`src/hw/rtl/pscc_pkg.sv`:
```
// ----------------------------------------------------------------------------
// pscc_pkg
// Widths, register codes, types shared by the speed controller modules.
// ----------------------------------------------------------------------------
package pscc_pkg;

  localparam int DATA_W  = 16;             // speeds, command
  localparam int GAIN_W  = 16;             // Q8.8 gains
  localparam int DT_W    = 16;             // Q4.12 time step
  localparam int DT_FRAC = 12;             // fractional bits of time step
  localparam int ERR_W   = DATA_W + 1;     // error
  localparam int DIFF_W  = ERR_W + 1;      // error change
  localparam int MAG_W   = ERR_W;          // |error change| always fits here
  localparam int DVD_W   = MAG_W + DT_FRAC;  // divider dividend / quotient
  localparam int DER_W   = DVD_W + 1;      // signed derivative
  localparam int ACC_W   = 32;             // integral
  localparam int OPB_W   = ACC_W;          // multiplier wide operand
  localparam int PROD_W  = GAIN_W + OPB_W;
  localparam int SUM_W   = PROD_W + 2;     // three products
  localparam int Q_W     = SUM_W - 8;      // sum after floor to Q.8
  localparam int DIV_CNT_W = $clog2(DVD_W);
  localparam int CFG_IDX_W = 3;
  localparam int CFG_DAT_W = 16;
  localparam int IN_TDATA_W = 48;

  localparam logic signed [ACC_W-1:0] ACC_MAX = {1'b0, {(ACC_W-1){1'b1}}};
  localparam logic signed [ACC_W-1:0] ACC_MIN = {1'b1, {(ACC_W-1){1'b0}}};
  localparam logic signed [DATA_W-1:0] CMD_MIN = {1'b1, {(DATA_W-1){1'b0}}};
  localparam logic signed [DATA_W-1:0] MAX_SPEED_RST = {1'b0, {(DATA_W-1){1'b1}}};

  typedef enum logic [CFG_IDX_W-1:0] {
    CFG_ENABLE    = 3'd0,
    CFG_GAIN_P    = 3'd1,
    CFG_GAIN_I    = 3'd2,
    CFG_GAIN_D    = 3'd3,
    CFG_MAX_SPEED = 3'd4
  } cfg_reg_e;

  typedef enum logic [1:0] {
    ST_IDLE,
    ST_DIV,
    ST_MAC,
    ST_FINISH
  } state_e;

  typedef enum logic [1:0] {
    MODE_PASS,
    MODE_ZERO,
    MODE_PID
  } mode_e;

  typedef enum logic [1:0] {
    TERM_P,
    TERM_I,
    TERM_D,
    TERM_SUM
  } term_e;

  typedef struct packed {
    logic clear;
    logic mul_en;
    logic acc_en;
  } mac_ctrl_t;

endpackage

```
`src/hw/rtl/pscc_div.sv`:
```
// ----------------------------------------------------------------------------
// pscc_div
// Restoring unsigned divider, one quotient bit per cycle.
// ----------------------------------------------------------------------------
module pscc_div
  import pscc_pkg::*;
(
  input  logic             clk_i,
  input  logic             rst_ni,
  input  logic             start_i,
  input  logic [DVD_W-1:0] dividend_i,
  input  logic [DT_W-1:0]  divisor_i,
  output logic             done_o,
  output logic [DVD_W-1:0] quotient_o
);

  logic                 busy_q, busy_d;
  logic                 done_q, done_d;
  logic [DIV_CNT_W-1:0] cnt_q, cnt_d;
  logic [DT_W-1:0]      rem_q, rem_d;
  logic [DVD_W-1:0]     quo_q, quo_d;
  logic [DT_W-1:0]      dsr_q, dsr_d;
  logic [DT_W:0]        shifted;
  logic                 fits;

  assign shifted = {rem_q, quo_q[DVD_W-1]};
  assign fits    = shifted >= {1'b0, dsr_q};

  always_comb begin
    busy_d = busy_q;
    done_d = 1'b0;
    cnt_d  = cnt_q;
    rem_d  = rem_q;
    quo_d  = quo_q;
    dsr_d  = dsr_q;
    if (start_i) begin
      busy_d = 1'b1;
      cnt_d  = DIV_CNT_W'(DVD_W - 1);
      rem_d  = '0;
      quo_d  = dividend_i;
      dsr_d  = divisor_i;
    end else if (busy_q) begin
      quo_d = {quo_q[DVD_W-2:0], fits};
      if (fits) begin
        rem_d = DT_W'(shifted - {1'b0, dsr_q});
      end else begin
        rem_d = shifted[DT_W-1:0];
      end
      if (cnt_q == '0) begin
        busy_d = 1'b0;
        done_d = 1'b1;
      end else begin
        cnt_d = cnt_q - 1'b1;
      end
    end
  end

  always_ff @(posedge clk_i or negedge rst_ni) begin
    if (!rst_ni) begin
      busy_q <= 1'b0;
      done_q <= 1'b0;
      cnt_q  <= '0;
    end else begin
      busy_q <= busy_d;
      done_q <= done_d;
      cnt_q  <= cnt_d;
    end
  end

  always_ff @(posedge clk_i) begin
    rem_q <= rem_d;
    quo_q <= quo_d;
    dsr_q <= dsr_d;
  end

  assign done_o     = done_q;
  assign quotient_o = quo_q;

endmodule

```
`src/hw/rtl/pscc_mac.sv`:
```
// ----------------------------------------------------------------------------
// pscc_mac
// Shared gain multiplier with registered product and sum accumulator.
// ----------------------------------------------------------------------------
module pscc_mac
  import pscc_pkg::*;
(
  input  logic                     clk_i,
  input  mac_ctrl_t                ctrl_i,
  input  logic signed [GAIN_W-1:0] gain_i,
  input  logic signed [OPB_W-1:0]  opb_i,
  output logic signed [SUM_W-1:0]  acc_o
);

  logic signed [PROD_W-1:0] prod_q, prod_d;
  logic signed [SUM_W-1:0]  acc_q, acc_d;

  always_comb begin
    prod_d = prod_q;
    if (ctrl_i.mul_en) begin
      prod_d = PROD_W'(gain_i * opb_i);
    end
  end

  always_comb begin
    acc_d = acc_q;
    if (ctrl_i.clear) begin
      acc_d = '0;
    end else if (ctrl_i.acc_en) begin
      acc_d = acc_q + {{(SUM_W-PROD_W){prod_q[PROD_W-1]}}, prod_q};
    end
  end

  // payload only; clear comes from the sequencer at every accepted item
  always_ff @(posedge clk_i) begin
    prod_q <= prod_d;
    acc_q  <= acc_d;
  end

  assign acc_o = acc_q;

endmodule

```
`src/hw/rtl/pid_speed_controller_clamped.sv`:
```
// ----------------------------------------------------------------------------
// pid_speed_controller_clamped
// Fixed-point PID speed loop with upper clamp and lower saturation.
// ----------------------------------------------------------------------------
// Sequence: a PID item runs through the bit-serial derivative divider; after its
//   done strobe the shared multiplier steps through the P, I and D terms and
//   their sum, and the result is registered at the output. Pass-through and
//   zero-reference items go from accept to the finish state and the output.
// Throughput: one item at a time; ready only while the sequencer idles, and
//   a stalled result holds the sequencer.
// Reset: asynchronous active low; clears control, integral and last error,
//   gains to 0, max_speed to 32767, enable to 0.
module pid_speed_controller_clamped
  import pscc_pkg::*;
(
  input  logic                  clk_i,
  input  logic                  rst_ni,
  // config write port
  input  logic                  cfg_we_i,
  input  logic [CFG_IDX_W-1:0]  cfg_idx_i,
  input  logic [CFG_DAT_W-1:0]  cfg_data_i,
  // input items
  input  logic                  s_axis_tvalid_i,
  output logic                  s_axis_tready_o,
  // [15:0] ref_speed, [31:16] measured_speed, [47:32] time_step
  input  logic [IN_TDATA_W-1:0] s_axis_tdata_i,
  // result items
  output logic                  m_axis_tvalid_o,
  input  logic                  m_axis_tready_i,
  // [15:0] command
  output logic [DATA_W-1:0]     m_axis_tdata_o,
  // [0] clamped
  output logic [0:0]            m_axis_tuser_o
);

  // config registers
  logic                     enable_q;
  logic signed [GAIN_W-1:0] gain_p_q, gain_i_q, gain_d_q;
  logic signed [DATA_W-1:0] max_speed_q;

  // sequencer
  state_e state_q, state_d;
  term_e  step_q, step_d;
  mode_e  mode_q, mode_d;

  // loop state
  logic signed [ACC_W-1:0]  integ_q, integ_d;
  logic signed [ERR_W-1:0]  last_err_q, last_err_d;

  // per-item payload
  logic signed [DATA_W-1:0] ref_q;
  logic signed [ERR_W-1:0]  err_q;
  logic                     diff_neg_q;
  logic                     dt_zero_q;
  logic signed [DER_W-1:0]  deriv_q;

  // output register
  logic                     out_valid_q;
  logic [DATA_W-1:0]        out_cmd_q, cmd_d;
  logic                     out_clip_q, clip_d;

  logic accept, out_free, div_start, div_done;
  logic [DVD_W-1:0] div_quo;
  mac_ctrl_t mac_ctrl;
  logic signed [GAIN_W-1:0] mac_gain;
  logic signed [OPB_W-1:0]  mac_opb;
  logic signed [SUM_W-1:0]  mac_acc;

  // ---- input decode and error arithmetic --------------------------------
  logic signed [DATA_W-1:0] in_ref, in_meas;
  logic [DT_W-1:0]          in_dt;
  logic signed [ERR_W-1:0]  err;
  logic signed [DIFF_W-1:0] diff;
  logic [DIFF_W-1:0]        diff_abs;
  logic signed [ACC_W:0]    integ_sum;
  logic signed [ACC_W-1:0]  integ_sat;
  mode_e                    in_mode;

  assign in_ref  = s_axis_tdata_i[DATA_W-1:0];
  assign in_meas = s_axis_tdata_i[2*DATA_W-1:DATA_W];
  assign in_dt   = s_axis_tdata_i[2*DATA_W+DT_W-1:2*DATA_W];

  assign err      = {in_ref[DATA_W-1], in_ref} - {in_meas[DATA_W-1], in_meas};
  assign diff     = {err[ERR_W-1], err} - {last_err_q[ERR_W-1], last_err_q};
  assign diff_abs = diff[DIFF_W-1] ? DIFF_W'(-diff) : diff;

  // integral add, saturating at the signed 32-bit limits
  assign integ_sum = {integ_q[ACC_W-1], integ_q} + {{(ACC_W+1-ERR_W){err[ERR_W-1]}}, err};
  always_comb begin
    if (integ_sum[ACC_W] != integ_sum[ACC_W-1]) begin
      integ_sat = integ_sum[ACC_W] ? ACC_MIN : ACC_MAX;
    end else begin
      integ_sat = integ_sum[ACC_W-1:0];
    end
  end

  always_comb begin
    if (!enable_q) begin
      in_mode = MODE_PASS;
    end else if (in_ref == '0) begin
      in_mode = MODE_ZERO;
    end else begin
      in_mode = MODE_PID;
    end
  end

  assign accept    = s_axis_tvalid_i && s_axis_tready_o;
  assign out_free  = !out_valid_q || m_axis_tready_i;
  assign div_start = accept && (in_mode == MODE_PID);

  // ---- config writes ------------------------------------------------------
  always_ff @(posedge clk_i or negedge rst_ni) begin
    if (!rst_ni) begin
      enable_q    <= 1'b0;
      gain_p_q    <= '0;
      gain_i_q    <= '0;
      gain_d_q    <= '0;
      max_speed_q <= MAX_SPEED_RST;
    end else if (cfg_we_i) begin
      unique case (cfg_idx_i)
        CFG_ENABLE:    enable_q    <= cfg_data_i[0];
        CFG_GAIN_P:    gain_p_q    <= cfg_data_i[GAIN_W-1:0];
        CFG_GAIN_I:    gain_i_q    <= cfg_data_i[GAIN_W-1:0];
        CFG_GAIN_D:    gain_d_q    <= cfg_data_i[GAIN_W-1:0];
        CFG_MAX_SPEED: max_speed_q <= cfg_data_i[DATA_W-1:0];
        default: ;
      endcase
    end
  end

  // ---- next state -------------------------------------------------------
  always_comb begin
    state_d = state_q;
    unique case (state_q)
      ST_IDLE: begin
        if (accept) begin
          state_d = (in_mode == MODE_PID) ? ST_DIV : ST_FINISH;
        end
      end
      ST_DIV: begin
        if (div_done) state_d = ST_MAC;
      end
      ST_MAC: begin
        if (step_q == TERM_SUM) state_d = ST_FINISH;
      end
      ST_FINISH: begin
        if (out_free) state_d = ST_IDLE;
      end
      default: state_d = ST_IDLE;
    endcase
  end

  // ---- sequencer outputs ------------------------------------------------
  always_comb begin
    s_axis_tready_o = (state_q == ST_IDLE);
    mac_ctrl.clear  = accept;
    mac_ctrl.mul_en = (state_q == ST_MAC) && (step_q != TERM_SUM);
    mac_ctrl.acc_en = (state_q == ST_MAC) && (step_q != TERM_P);
  end

  // operand select for the shared multiplier
  always_comb begin
    unique case (step_q)
      TERM_P: begin
        mac_gain = gain_p_q;
        mac_opb  = {{(OPB_W-ERR_W){err_q[ERR_W-1]}}, err_q};
      end
      TERM_I: begin
        mac_gain = gain_i_q;
        mac_opb  = integ_q;
      end
      default: begin
        mac_gain = gain_d_q;
        mac_opb  = {{(OPB_W-DER_W){deriv_q[DER_W-1]}}, deriv_q};
      end
    endcase
  end

  always_comb begin
    step_d = step_q;
    if (accept) begin
      step_d = TERM_P;
    end else if (state_q == ST_MAC) begin
      step_d = term_e'(step_q + 2'd1);
    end
  end

  always_comb begin
    mode_d = accept ? in_mode : mode_q;
  end

  // loop state updates at accept
  always_comb begin
    integ_d    = integ_q;
    last_err_d = last_err_q;
    if (accept) begin
      if (in_mode == MODE_ZERO) begin
        integ_d = '0;
      end else if (in_mode == MODE_PID) begin
        integ_d    = integ_sat;
        last_err_d = err;
      end
    end
  end

  // ---- final floor, clamp and saturate -----------------------------------
  logic signed [Q_W-1:0] q_val;
  assign q_val = Q_W'(mac_acc >>> 8);

  always_comb begin
    cmd_d  = '0;
    clip_d = 1'b0;
    unique case (mode_q)
      MODE_PASS: cmd_d = ref_q;
      MODE_ZERO: cmd_d = '0;
      default: begin
        if (q_val > $signed({{(Q_W-DATA_W){max_speed_q[DATA_W-1]}}, max_speed_q})) begin
          cmd_d  = max_speed_q;
          clip_d = 1'b1;
        end else if (q_val < $signed({{(Q_W-DATA_W){1'b1}}, CMD_MIN})) begin
          cmd_d  = CMD_MIN;
          clip_d = 1'b1;
        end else begin
          cmd_d = q_val[DATA_W-1:0];
        end
      end
    endcase
  end

  // ---- registers ----------------------------------------------------------
  always_ff @(posedge clk_i or negedge rst_ni) begin
    if (!rst_ni) begin
      state_q     <= ST_IDLE;
      step_q      <= TERM_P;
      mode_q      <= MODE_PASS;
      integ_q     <= '0;
      last_err_q  <= '0;
      out_valid_q <= 1'b0;
    end else begin
      state_q    <= state_d;
      step_q     <= step_d;
      mode_q     <= mode_d;
      integ_q    <= integ_d;
      last_err_q <= last_err_d;
      if (state_q == ST_FINISH && out_free) begin
        out_valid_q <= 1'b1;
      end else if (m_axis_tready_i) begin
        out_valid_q <= 1'b0;
      end
    end
  end

  always_ff @(posedge clk_i) begin
    if (accept) begin
      ref_q      <= in_ref;
      err_q      <= err;
      diff_neg_q <= diff[DIFF_W-1];
      dt_zero_q  <= (in_dt == '0);
    end
    // derivative sign restored, zero time step forces zero
    if (div_done) begin
      if (dt_zero_q) begin
        deriv_q <= '0;
      end else if (diff_neg_q) begin
        deriv_q <= DER_W'(-{1'b0, div_quo});
      end else begin
        deriv_q <= {1'b0, div_quo};
      end
    end
    if (state_q == ST_FINISH && out_free) begin
      out_cmd_q  <= cmd_d;
      out_clip_q <= clip_d;
    end
  end

  // ---- datapath units ---------------------------------------------------
  pscc_div u_div (
    .clk_i      (clk_i),
    .rst_ni     (rst_ni),
    .start_i    (div_start),
    .dividend_i ({diff_abs[MAG_W-1:0], {DT_FRAC{1'b0}}}),
    .divisor_i  (in_dt),
    .done_o     (div_done),
    .quotient_o (div_quo)
  );

  pscc_mac u_mac (
    .clk_i  (clk_i),
    .ctrl_i (mac_ctrl),
    .gain_i (mac_gain),
    .opb_i  (mac_opb),
    .acc_o  (mac_acc)
  );

  assign m_axis_tvalid_o   = out_valid_q;
  assign m_axis_tdata_o    = out_cmd_q;
  assign m_axis_tuser_o[0] = out_clip_q;

  // ---- assertions -------------------------------------------------------
  // divider finishes only while the sequencer waits on it
  assert property (@(posedge clk_i) disable iff (!rst_ni)
    div_done |-> state_q == ST_DIV)
    else $error("divider done outside divide phase");

  // an accepted item always leaves idle
  assert property (@(posedge clk_i) disable iff (!rst_ni)
    accept |=> state_q != ST_IDLE)
    else $error("accepted item dropped");

  // a clamped result carries one of the two limits
  assert property (@(posedge clk_i) disable iff (!rst_ni)
    (m_axis_tvalid_o && m_axis_tuser_o[0]) |->
      (m_axis_tdata_o == max_speed_q || m_axis_tdata_o == CMD_MIN))
    else $error("clamp flag without limit value");

endmodule

```
`config.mk`:
```
export PLATFORM = sky130hd
export DESIGN_NAME = pid_speed_controller_clamped
export DESIGN_NICKNAME = d
export VERILOG_FILES = /design/src/hw/rtl/pscc_pkg.sv /design/src/hw/rtl/pscc_div.sv /design/src/hw/rtl/pscc_mac.sv /design/src/hw/rtl/pid_speed_controller_clamped.sv
export SDC_FILE = /design/constraint.sdc
export NUM_CORES = 2
export LEC_CHECK = 0
export ABC_AREA = 1
export BUFFER_PORTS_ARGS = -buffer_cell sky130_fd_sc_hd__clkbuf_2
export CAP_MARGIN = 20
export CORE_MARGIN = 4
export CORE_UTILIZATION = 50
export CTS_BUF_LIST = sky130_fd_sc_hd__clkbuf_2
export DETAILED_ROUTE_END_ITERATION = 10
export PLACE_DENSITY = 0.66
export SLEW_MARGIN = 5
export SYNTH_ARGS = -nofsm -noshare
export SYNTH_HDL_FRONTEND = slang
export SYNTH_SLANG_ARGS = --single-unit
```
`constraint.sdc`:
```
create_clock -name clk_i -period 9.88 [get_ports clk_i]
set_input_delay 0 -clock clk_i [delete_from_list [all_inputs] [get_ports clk_i]]
set_output_delay 0 -clock clk_i [all_outputs]
set_load 0.05 [all_outputs]
```
; ---- Word level (Yosys, flattened, before mapping)
; Cells that the tools add are included.
[classes]
n_bitwise = 2
n_reduce_logical = 30
add_sub_neg = 9
multipliers = 1
n_mux = 37
n_eq_ne = 19
magnitude_cmp = 3
[op_table]
columns = op, n
row1 = 32-bit two-way mux, 4
row2 = 29-bit two-way mux, 3
row3 = 16-bit one-hot mux with 2 select lines, 2
row4 = 32-bit one-hot mux with 2 select lines, 1
row5 = 50-bit adder, 1
row6 = 16-bit by 32-bit multiplier with 48-bit output, 1
row7 = 16-bit two-way mux, 3
row8 = 42-bit by 16-bit > comparator with 1-bit output, 1
row9 = "42-bit by 16-bit < comparator with 1-bit output, second input constant", 1
row10 = 32-bit by 17-bit adder with 33-bit output, 1
row11 = 16-bit logical NOT, 2
row12 = 29-bit negation with 30-bit output, 1
row13 = 2-bit two-way mux, 9
row14 = 17-bit by 17-bit subtractor with 18-bit output, 1
row15 = 17-bit by 16-bit greater-or-equal comparator with 1-bit output, 1
row16 = 17-bit two-way mux, 1
row17 = 17-bit negation, 1
row18 = 16-bit by 16-bit subtractor with 17-bit output, 1
row19 = 16-bit subtractor, 1
row20 = 5-bit two-way mux, 3
row21 = 2-bit AND reduction, 7
row22 = 1-bit two-way mux, 10
row23 = 2-bit nonzero test, 5
row24 = "2-bit by 1-bit equality test with 1-bit output, second input constant", 4
row25 = 20 further kinds, 36
[word_totals]
regBits = 369
word_cells = 129
out_inout_bits = 19
in_bits = 72

; ---- Logic depth before layout (Yosys ltp)
[depth]
depth_word = 7
mapped_depth = 33
ltp_nobuf = 33

; ---- Cells and area by module
; Synthesis repeated with hierarchy kept, for this count alone.
[unflattened]
cells_unflattened = 6167
hier_area_um2 = 45260.9
[modules_own_cells]
columns = mod, n_inst, cells_per_inst, area_per_inst_um2, seq_area_each_um2
row1 = pscc_mac, 1, 3632, 26381.6, 2442.3
row2 = pid_speed_controller_clamped, 1, 2034, 14879.3, 5509.0
row3 = pscc_div, 1, 501, 4000.1, 1846.8

; ---- Worst setup path before layout
; OpenSTA, ideal clock, no wires.
[synth_timing]
path_type = register -> register
from = register step_q[0]
to = register u_mac.prod_q[47], data pin
stages_incl_launch_ff = 27
period_less_slack_ns = 6.972
required_time_ns = 9.620
setup_time_ns = 0.260
path_buffers = 3
setup_slack_ns = 2.908
arrival_ns = 6.712
cell_sequence = dfrtp_1 > inv_1 > ha_1 > buf_2 > nor2_2 > clkbuf_1 > a21oi_1 > inv_1 > clkbuf_1 > nand2_1 > fa_1 > inv_1 > fa_1 > fa_1 > fa_1 > fa_1 > inv_1 > fa_1 > inv_1 > ha_1 > inv_1 > nor3_1 > nand2_1 > nor2_1 > nand2_1 > o21ai_0 > xnor2_1
[synth_between]
elab_chain_cells = 3
word_cells_on_any_way = 5
cone_classes = mul (1) / eq/ne (1) / mux (2) / reduce/logical (1)
[synth_rtl]
columns = item, line_no
row1 = from (decl), pid_speed_controller_clamped.sv:43  ; term_e step_q, step_d;
row2 = from (signal assigned), pid_speed_controller_clamped.sv:241  ; step_q <= step_d;
row3 = 2-bit by 1-bit equality test with 1-bit output / 2-bit logical NOT (equally long branches), pid_speed_controller_clamped.sv:163  ; unique case (step_q)
row4 = 16-bit one-hot mux with 2 select lines / 32-bit one-hot mux with 2 select lines (equally long branches), pid_speed_controller_clamped.sv:163
row5 = 16-bit by 32-bit multiplier with 48-bit output *, pscc_mac.sv:21  ; prod_d = PROD_W'(gain_i * opb_i);
row6 = to (signal assigned), pscc_mac.sv:36  ; prod_q <= prod_d;
row7 = to (decl), pscc_mac.sv:15  ; logic signed [PROD_W-1:0] prod_q, prod_d;
; Every way passes the cells marked *; elsewhere a longest branch is shown, timed or not.
; A chain may end at the register's enable or synchronous reset.

; ---- Worst setup path in the final report
; Ends and elaborated chain as after synthesis.

==> impl_summary.log <==
[metrics] outcome: finished clean
[metrics] Avg WL per Cell: between 15 and 20 µm
[metrics] total of flip-flops plus latches after synthesis: around 370
[metrics] post-placement cell area: about 45000 µm²
[metrics] maximum fanout along the worst path: 16
[metrics] post-route fraction of the period consumed by the critical path: 0.8698
[metrics] wire length of the first global-routing pass: 214.1 mm
[metrics] clock network latency to the later pin of the worst-skew pair: between 1 and 1.5 ns
[metrics] reg-to-reg setup timing slack: 1.29 ns
[metrics] critical path class: reg2reg
[metrics] sequential fraction of the synthesis area: 0.2236
[metrics] buffers and inverters on the worst path: 6
[metrics] top cells by area in the synthesized netlist: sky130_fd_sc_hd__fa_1 (23%), sky130_fd_sc_hd__nand2_1 (12%), sky130_fd_sc_hd__edfxtp_1 (11%)
[metrics] final setup skew: 0.1245 ns
[metrics] die height: around 300 µm
[metrics] buffers added on ports: 90
[metrics] headroom to the max-slew limit: 0.2093
[metrics] dpl ws: 1.283 ns
[metrics] number of global-route vias before repair: ~38000
[metrics] Clock Sink Count: ~370
[metrics] fraction of post-synthesis cell area in the top cell type by area: 0.2271
[metrics] layout net count: approximately 7000
[metrics] number of antenna violations at the first check in global routing: 5
[metrics] Worst Setup EP: u_mac.prod_q[47]
[metrics] Post-route DRC: 0
[metrics] Routed WL: about 140 mm
[metrics] number of cells in the design after placement: about 7000
[metrics] ratio of cells with drive above 1 in the final layout: 0.06514
[metrics] area of the mapped netlist: approximately 43000 µm²
[metrics] register clock-pin slew on the reported worst setup and hold paths: roughly 0.12 ns
[metrics] highest cell delay on the worst timing path: roughly 0.96 ns
[metrics] most frequent cells in the layout: sky130_fd_sc_hd__nand2_1 (1411), sky130_fd_sc_hd__inv_1 (1233), sky130_fd_sc_hd__fa_1 (491)
[metrics] unrepaired setup endpoints after global routing: no
[metrics] maximum level of the CTS H-tree: 3
[metrics] die span in x: about 300 µm
[metrics] distinct cell type count of the synthesized netlist: slightly below 60
[metrics] root buffer selected by CTS: sky130_fd_sc_hd__clkbuf_2
[metrics] Critical Path Source Type: register
[metrics] starting utilization of the core area: 0.5060
[metrics] first drt pass iteration count: 6
[metrics] number of rows created at floorplan: about 110
[metrics] placed wire-length estimate after detailed placement: approximately 110 mm
[metrics] routed vias/inst: 5.355
[metrics] final hold viol count: 0
[metrics] final design area excluding fillers: around 48000 µm²
[metrics] worst flop-to-flop path endpoint: u_mac.prod_q[47]
[metrics] post-synthesis async set-or-reset flop share: 0.3469
[metrics] maximum frequency from static timing analysis: ~120 MHz
[metrics] Setup Buffers After CTS: 0
[metrics] worst setup slack after layout: about 1.3 ns
[metrics] worst hold-check path type: in2reg
[metrics] final estimated routing congestion in global placement: approximately 0.99
[metrics] placeable core area: between 80000 and 90000 µm²
[metrics] Filler Cell Count: roughly 8200
[metrics] most frequent cell on the critical path: sky130_fd_sc_hd__fa_1
[metrics] Max Cap Violations: 0
[metrics] Antenna Nets Post-Route: 0
[metrics] Crit-path slowest cell: sky130_fd_sc_hd__fa_1
[metrics] library cell with the largest summed area after synthesis: sky130_fd_sc_hd__fa_1
[metrics] nature of the critical path endpoint: register
[metrics] actual transition at the worst max-transition pin: 1.183 ns
[metrics] arrival time of data at the critical path endpoint: roughly 9.4 ns
[metrics] data required time of the critical path: about 11 ns
[metrics] worst r2r path cells: 24
[metrics] number of warning messages in the yosys log: 0
[metrics] GRT Overall Usage: 0.3021
[metrics] Final setup violation count: 0
[metrics] logic depth of the worst path, buffers included: 24
[metrics] Post-Layout Cell Count: approximately 7200
[metrics] crit path from: step_q[0]
[metrics] count of cells resized by post-cts repair: 0
[metrics] commonest register cell after synthesis: sky130_fd_sc_hd__edfxtp_1
[metrics] minimum clock period: 8.594 ns
[metrics] via count: 38630
[metrics] Clock Tree Buf Depth: 3
[metrics] ordered cell list for the critical path: inv_1 -> ha_1 -> nor2_2 -> a21oi_1 -> buf_4 -> a21oi_1 -> inv_1 -> nor2_1 -> fa_1 -> fa_1 -> fa_1 -> fa_1 -> fa_1 -> inv_1 -> fa_1 -> inv_1 -> ha_1 -> inv_1 -> nor3_1 -> nand2_1 -> nor2_1 -> nand2_1 -> o21ai_0 -> xnor2_1
[metrics] CP top delay family: adder cells
[metrics] Total Neg Setup Slack: 0 ns
[metrics] most common cell after layout, fill and taps aside: sky130_fd_sc_hd__nand2_1
[metrics] max-slew violation total from the final report: 0
[metrics] post-synthesis net count: about 6600
[metrics] post-synthesis instance total: about 5700
[metrics] number of buffers created by CTS: 100
[metrics] count of boundary I/O pins: 91
[metrics] Synth Area per Inst: 7.587 µm²
[metrics] number of flops mapped to enable cells by yosys: between 150 and 200
[metrics] 1st-iter DRT viols: around 3100
[metrics] Area Growth Syn to Fin: 10.49%
[metrics] critical register-to-register path startpoint: step_q[0]
[metrics] die outline area: 91340 µm²
[metrics] CTS tree: built
[metrics] pin count of the biggest net entering global routing: 73
[metrics] global route total overflow: 0
cell families after synthesis:
kind of cell | synth area share
buffers and inverters | 0.1228
AND/OR/NAND/NOR | 0.2114
flip-flops | 0.2236
AO/OA/AOI/OAI | 0.1016
adder cells (fa/ha/maj) | 0.3129
XOR/XNOR | 0.02772
area by class of cell:
cell class / count / area (µm²) / area share
Sequential cell: 369 / 9678 / 0.2024
Clock inverter: 31 / 222.7 / 0.004657
Timing Repair Buffer: 319 / 2689 / 0.05622
Inverter: 1251 / 4696 / 0.09818
Tap cell: 1144 / 1431 / 0.02993
Antenna cell: 6 / 15.01 / 0.0003139
Multi-Input combinational cell: 3939 / 28320 / 0.5921
Clock buffer: 155 / 775.7 / 0.01622
per-layer routing:
metal / global-route usage / up-vias / part of all wire
met5: 0 / - / 0
met4: 0.1236 / 0 / 0.044
met3: 0.03940 / 294 / 0.063
met2: 0.5054 / 1389 / 0.48
met1: 0.3988 / 18620 / 0.42
li1: - / 18330 / -
worst reg2reg max path, stage by stage, from the launching register on:
cell and delay, ns:
sky130_fd_sc_hd__dfrtp_1 0.40, sky130_fd_sc_hd__inv_1 0.08, sky130_fd_sc_hd__ha_1 0.22, sky130_fd_sc_hd__nor2_2 0.62, sky130_fd_sc_hd__a21oi_1 0.32, sky130_fd_sc_hd__buf_4 0.27
sky130_fd_sc_hd__a21oi_1 0.46, sky130_fd_sc_hd__inv_1 0.33, sky130_fd_sc_hd__nor2_1 0.33, sky130_fd_sc_hd__fa_1 0.62, sky130_fd_sc_hd__fa_1 0.96, sky130_fd_sc_hd__fa_1 0.61
sky130_fd_sc_hd__fa_1 0.55, sky130_fd_sc_hd__fa_1 0.56, sky130_fd_sc_hd__inv_1 0.06, sky130_fd_sc_hd__fa_1 0.52, sky130_fd_sc_hd__inv_1 0.04, sky130_fd_sc_hd__ha_1 0.33
sky130_fd_sc_hd__inv_1 0.11, sky130_fd_sc_hd__nor3_1 0.24, sky130_fd_sc_hd__nand2_1 0.12, sky130_fd_sc_hd__nor2_1 0.17, sky130_fd_sc_hd__nand2_1 0.07, sky130_fd_sc_hd__o21ai_0 0.26
sky130_fd_sc_hd__xnor2_1 0.09
what timing repair did:
item                       CTS  global route
hold endpoints to repair   388             0
setup endpoints to repair    0             0
hold buffers               176             0
state kept, by name (all words and copies together) (netlist names), 2 cells and up:
| name | cells |
|---|---|
| last_err_q | 17 |
| u_div.cnt_q | 5 |
| mode_q | 2 |
| u_mac.acc_o | 50 |
| gain_p_q | 16 |
| state_q | 2 |
| deriv_q | 30 |
| u_div.quotient_o | 29 |
| ref_q | 16 |
| integ_q | 32 |
| err_q | 17 |
| gain_i_q | 16 |
| step_q | 2 |
| u_div.dsr_q | 16 |
| gain_d_q | 16 |
| max_speed_q | 16 |
| u_mac.prod_q | 48 |
| u_div.rem_q | 16 |
| m_axis_tdata_o | 16 |
how the worst min path moves through the flow:
stage / cells after the start / start / endpoint
after floorplan: 0 / rst_ni / enable_q
after global placement: 1 / rst_ni / u_div.busy_q
after detailed placement: 1 / rst_ni / u_div.busy_q
after CTS: 3 / s_axis_tdata_i[35] / u_div.dsr_q[3]
after global routing: 4 / cfg_idx_i[1] / gain_i_q[13]
final: 4 / cfg_idx_i[1] / gain_i_q[13]
metrics by stage:
stage | util | hold slack (ns)
after global routing | 0.5591 | 0.01007
after floorplan | - | -0.2956
after detailed placement | 0.5256 | 0.006387
after global placement | 0.5252 | 0.008759
after CTS | 0.5580 | 0.01866
final | 0.5591 | 0.06946
synth_stat cells (5+ instances only):
library cell and n:
sky130_fd_sc_hd__o21ai_1 10, sky130_fd_sc_hd__xor2_1 84, sky130_fd_sc_hd__dfrtp_1 113, sky130_fd_sc_hd__nand4_1 47, sky130_fd_sc_hd__nand3_2 13, sky130_fd_sc_hd__buf_2 21
sky130_fd_sc_hd__a21o_1 20, sky130_fd_sc_hd__nand2_2 7, sky130_fd_sc_hd__xnor2_1 53, sky130_fd_sc_hd__nand3b_1 15, sky130_fd_sc_hd__buf_1 5, sky130_fd_sc_hd__o21ai_0 288
sky130_fd_sc_hd__o21a_1 13, sky130_fd_sc_hd__buf_4 6, sky130_fd_sc_hd__fa_1 491, sky130_fd_sc_hd__o21ai_2 12, sky130_fd_sc_hd__dfxtp_1 78, sky130_fd_sc_hd__o211ai_1 16
sky130_fd_sc_hd__a31oi_1 34, sky130_fd_sc_hd__inv_1 1235, sky130_fd_sc_hd__a21oi_1 292, sky130_fd_sc_hd__o22ai_1 19, sky130_fd_sc_hd__nor3_2 5, sky130_fd_sc_hd__ha_1 297
sky130_fd_sc_hd__clkinv_1 14, sky130_fd_sc_hd__o31ai_1 6, sky130_fd_sc_hd__nor2_1 424, sky130_fd_sc_hd__nand2_1 1411, sky130_fd_sc_hd__a22o_1 17, sky130_fd_sc_hd__edfxtp_1 163
sky130_fd_sc_hd__dfstp_2 15, sky130_fd_sc_hd__clkbuf_1 111, sky130_fd_sc_hd__o21bai_1 25, sky130_fd_sc_hd__nor3_1 50, sky130_fd_sc_hd__nor4_1 28, sky130_fd_sc_hd__a21boi_0 10
sky130_fd_sc_hd__nand3_1 213
Power is left out: the tool's default activity adds up to more than one toggle a clock period on the data nets, which glitch-free logic cannot reach.
